--- config.mk ---
export PLATFORM = sky130hd
export DESIGN_NAME = bdcs_cell
export DESIGN_NICKNAME = d
export VERILOG_FILES = /design/src/assert_macros.svh /design/src/bdcs_pkg.sv /design/src/bdcs_cell.sv
export SDC_FILE = /design/constraint.sdc
export NUM_CORES = 2
export LEC_CHECK = 0
export ABC_AREA = 1
export ABC_CLOCK_PERIOD_IN_PS = 11530
export BUFFER_PORTS_ARGS = -buffer_cell sky130_fd_sc_hd__clkbuf_2
export CORE_MARGIN = 2
export CORE_UTILIZATION = 47
export DETAILED_ROUTE_END_ITERATION = 7
export MAX_ROUTING_LAYER = met4
export PLACE_DENSITY = 0.62
export SLEW_MARGIN = 20
export SYNTH_ARGS = -nofsm -noshare
export SYNTH_HDL_FRONTEND = slang
export SYNTH_SLANG_ARGS = --single-unit
--- constraint.sdc ---
create_clock -name i_clk -period 11.53 [get_ports i_clk]
set_input_delay 2.306 -clock i_clk [delete_from_list [all_inputs] [get_ports i_clk]]
set_output_delay 2.306 -clock i_clk [all_outputs]
set_load 0.05 [all_outputs]
--- src/assert_macros.svh ---
// Assertion helpers for the Bezier splat unit.
`ifndef ASSERT_MACROS_SVH
`define ASSERT_MACROS_SVH
`ifndef SYNTHESIS
`define ASSERT_CLK(label, clk, rst_n, prop, msg) \
    label: assert property (@(posedge clk) disable iff (!rst_n) (prop)) else $error(msg);
`define ASSERT_NEVER(label, clk, rst_n, expr, msg) \
    label: assert property (@(posedge clk) disable iff (!rst_n) !(expr)) else $error(msg);
`else
`define ASSERT_CLK(label, clk, rst_n, prop, msg)
`define ASSERT_NEVER(label, clk, rst_n, expr, msg)
`endif
`endif

--- src/bdcs_pkg.sv ---
`timescale 1ns / 1ps
`default_nettype none
package bdcs_pkg;
    localparam int MaxPoints = 16;
    localparam int CntW = $clog2(MaxPoints + 1);
    localparam int CoordW = 18;
    localparam int TW = 17;
    localparam logic [TW-1:0] TOne = 17'h10000;

    localparam logic [1:0] REQ_CLEAR = 2'd0;
    localparam logic [1:0] REQ_LOAD  = 2'd1;
    localparam logic [1:0] REQ_EVAL  = 2'd2;

    localparam logic CFG_WIDTH  = 1'b0;
    localparam logic CFG_HEIGHT = 1'b1;

    typedef struct packed {
        logic [1:0]  req_type;
        logic [17:0] point_x;
        logic [17:0] point_y;
        logic [16:0] t_value;
    } t_in_item;

    typedef struct packed {
        logic [9:0] pixel_x;
        logic [9:0] pixel_y;
        logic [7:0] intensity;
        logic       last_of_run;
    } t_out_item;

    typedef struct packed {
        logic            load;
        logic            shift;
        logic [TW-1:0]   t;
    } t_cell_ctrl;

    function automatic logic [CoordW-1:0] lerp(input logic [CoordW-1:0] a,
                                               input logic [CoordW-1:0] b,
                                               input logic [TW-1:0] t);
        logic [35:0] s;
        s = {18'd0, a} * {19'd0, TOne - t} + {18'd0, b} * {19'd0, t} + 36'd32768;
        return s[16 +: CoordW];
    endfunction
endpackage
`default_nettype wire

--- src/bdcs_cell.sv ---
`timescale 1ns / 1ps
`default_nettype none
module bdcs_cell (
    input  wire logic                          i_clk,
    input  wire bdcs_pkg::t_cell_ctrl          i_ctrl,
    input  wire logic [bdcs_pkg::CoordW-1:0]   i_load_x,
    input  wire logic [bdcs_pkg::CoordW-1:0]   i_load_y,
    input  wire logic [bdcs_pkg::CoordW-1:0]   i_next_x,
    input  wire logic [bdcs_pkg::CoordW-1:0]   i_next_y,
    output logic [bdcs_pkg::CoordW-1:0]        o_x,
    output logic [bdcs_pkg::CoordW-1:0]        o_y
);
    logic [bdcs_pkg::CoordW-1:0] r_x, r_y;

    always_ff @(posedge i_clk) begin
        if (i_ctrl.load) begin
            r_x <= i_load_x;
            r_y <= i_load_y;
        end else if (i_ctrl.shift) begin
            r_x <= bdcs_pkg::lerp(r_x, i_next_x, i_ctrl.t);
            r_y <= bdcs_pkg::lerp(r_y, i_next_y, i_ctrl.t);
        end
    end

    assign o_x = r_x;
    assign o_y = r_y;
endmodule
`default_nettype wire

==> flow_summary.ini <==
[outcome]
outcome = completed

[floorplanning]
rows = 111
io_pins = 128
die_area_um2 = 94800
design.core.area_um2 = 91500
dieWidth_um = 308
dieHeight_um = 308
start_util = 0.474

[detailed_routing]
drc = 0
wl_per_cell_um = 20.3
drt_iter0_markers = 2712
detail-route-antenna-nets = 0
drt_first_pass_iters = 5
num_vias = 33800
via_per_inst = 5.10
finalWirelength_mm = 134

[place]
portBuffers = 127
hpwl_mm = 113
gp_congestion = 1.04
place_inst = 6616
postPlaceCellArea_um2 = 45100

[finish]
antennaDiodeCount = 0
fillers = 8937
finalNetCount = 7018
area_growth_syn_to_layout_pct = 4.26
final_cell_area_um2 = 45200
drive_above_1_share = 0.0405
fin_cells = 6621

[synth]
synth_top_cell_area_share = 0.496
synth_ff_type = edfxtp_1
post_synth_num_cell_types = 44
syn_avg_cell_area_um2 = 7.92
synth_largest_area_cell = fa_1
synthCells = 5478
synthTopCellsByArea = fa_1 (50%), inv_1 (15%), ha_1 (12%), nand2_1 (9.8%), nor2_1 (4.8%)
async_flop_share = 0
ys_warn_count = 0
synth_edf_count = 36
synth.net_count = 7059
synth.top_cells.by_count = inv_1 (1683), nand2_1 (1130), fa_1 (1076)
yosysMostFrequentCell = inv_1
synth_seq_cells = 36
ys_seq_area_frac = 0.0249
synth_area_um2 = 43400

[sta]
hold_viol = 0
grt_setup_unrepaired = no
maxSlewViolCount = 0
holdWs_ns = 1.20
tns_ns = 0
final.period_utilization = 0.941
worst_slew_pin_slew_ns = 1.01
fin_skew_ns = 0.00548
finalCriticalPeriod_ns = 10.85
max_freq_mhz = 92.1
finalSetupViolations = 0
relSlewSlack = 0.328

[clock_network]
cts_max_level = 2
cts.clk_slew.worst_paths_ns = 0.06
cts_hold_buffers = 0
clock-sinks = 36
cts_resized = 0
cts_tree = done
cts_buffers = 5
clk_latency_ns = 0.31
cts_max_path_buffers = 2
cts_setup_buffers = 0
root_buffer = clkbuf_16

[worst_setup_path]
critPathMostFrequentCell = fa_1
cp.arrival_ns = 10.92
critPathMaxStageDelay_ns = 0.57
crit_path_end_kind = register
r2r_slack_ns = 3.69
critPathKind = input port to register
required_ns = 11.60
setup.worst_path.start_class = input port
slowest_stage = fa_1
critical_path.max_fanout = 19

[grt]
grt_pass1_wl_mm = 213
gr-total-overflow = 0
antenna_found_initial = 0
grtUsageTotal = 0.308
grt_pass1_vias = 35900
grt_max_degree = 42

[min_path]
worstHoldPathType = register to register

[job]
drv_cap = 0
-- metal layers --
layer / global-route usage / up-vias / routed length [um]
li1: - / 15200 / -
met1: 0.446 / 17000 / 60500
met2: 0.423 / 1439 / 54400
met3: 0.100 / 131 / 16900
met4: 0.0577 / 0 / 2610
met5: - / - / 0
-- logic make-up after synthesis --
logic type               share of synthesized area
AO/OA/AOI/OAI                               0.0183
buffers and inverters                        0.169
flip-flops                                  0.0249
XOR/XNOR                                   0.00340
adder cells (fa/ha/maj)                      0.615
AND/OR/NAND/NOR                              0.169
-- stage by stage --
step / worst slack (ns) / util
final: 0.677 / 0.494
after global routing: 0.302 / 0.494
after CTS: 0.879 / 0.494
after detailed placement: 0.593 / 0.493
after global placement: 0.562 / 0.493
after floorplan: 1.41 / -
-- path summary, 6_finish.rpt --
path                                 from      end  cells after the start
worst max-delay path            i_ctrl[1]  o_y[14]                     35
worst min-delay path              o_y[17]  o_y[17]                      5
worst max register to register     o_y[2]  o_y[14]                     26
worst min register to register    o_y[17]  o_y[17]                      5
-- registers in the layout, indices dropped and copies added (netlist names) --
signal and count:
o_y 18, o_x 18
-- cells in the final DEF, fill, tap and decap left out, types with 2 or more instances in the layout --
cell,n
inv_1,1682
nand2_1,1130
fa_1,1076
nor2_1,555
ha_1,413
clkbuf_2,126
nand3_1,106
a21oi_1,71
buf_4,57
o21ai_0,52
edfxtp_1,36
nor3_1,16
nand4_1,14
clkinv_1,11
nand3b_1,11
o21bai_1,8
or2_2,7
a21o_1,7
xnor2_1,7
o21a_1,5
clkbuf_16,5
xor2_4,4
nor4_1,4
xor2_1,4
nor2_2,3
nand2_4,3
buf_12,3
nand3_2,2
nand2_2,2
inv_2,2
-- critical path, delay by kind of cell --
family          cells  cell delay (ns)
simple gates       15             2.66
fa+ha+maj           9             4.51
buf+inv             8             0.64
compound gates      3             0.77
-- area by class of cell --
| cell class | instances | area (um^2) | share of cell area |
|---|---|---|---|
| clock buffers | 5 | 125 | 0.00277 |
| well taps | 1186 | 1480 | 0.0328 |
| inverters | 1696 | 6370 | 0.141 |
| multi-input cells | 3512 | 35100 | 0.775 |
| flip-flops and latches | 36 | 1080 | 0.0239 |
| repair buffers | 186 | 1120 | 0.0247 |
Power is left out: the tool's default activity adds up to more than one toggle a clock period on the data nets, which glitch-free logic cannot reach.
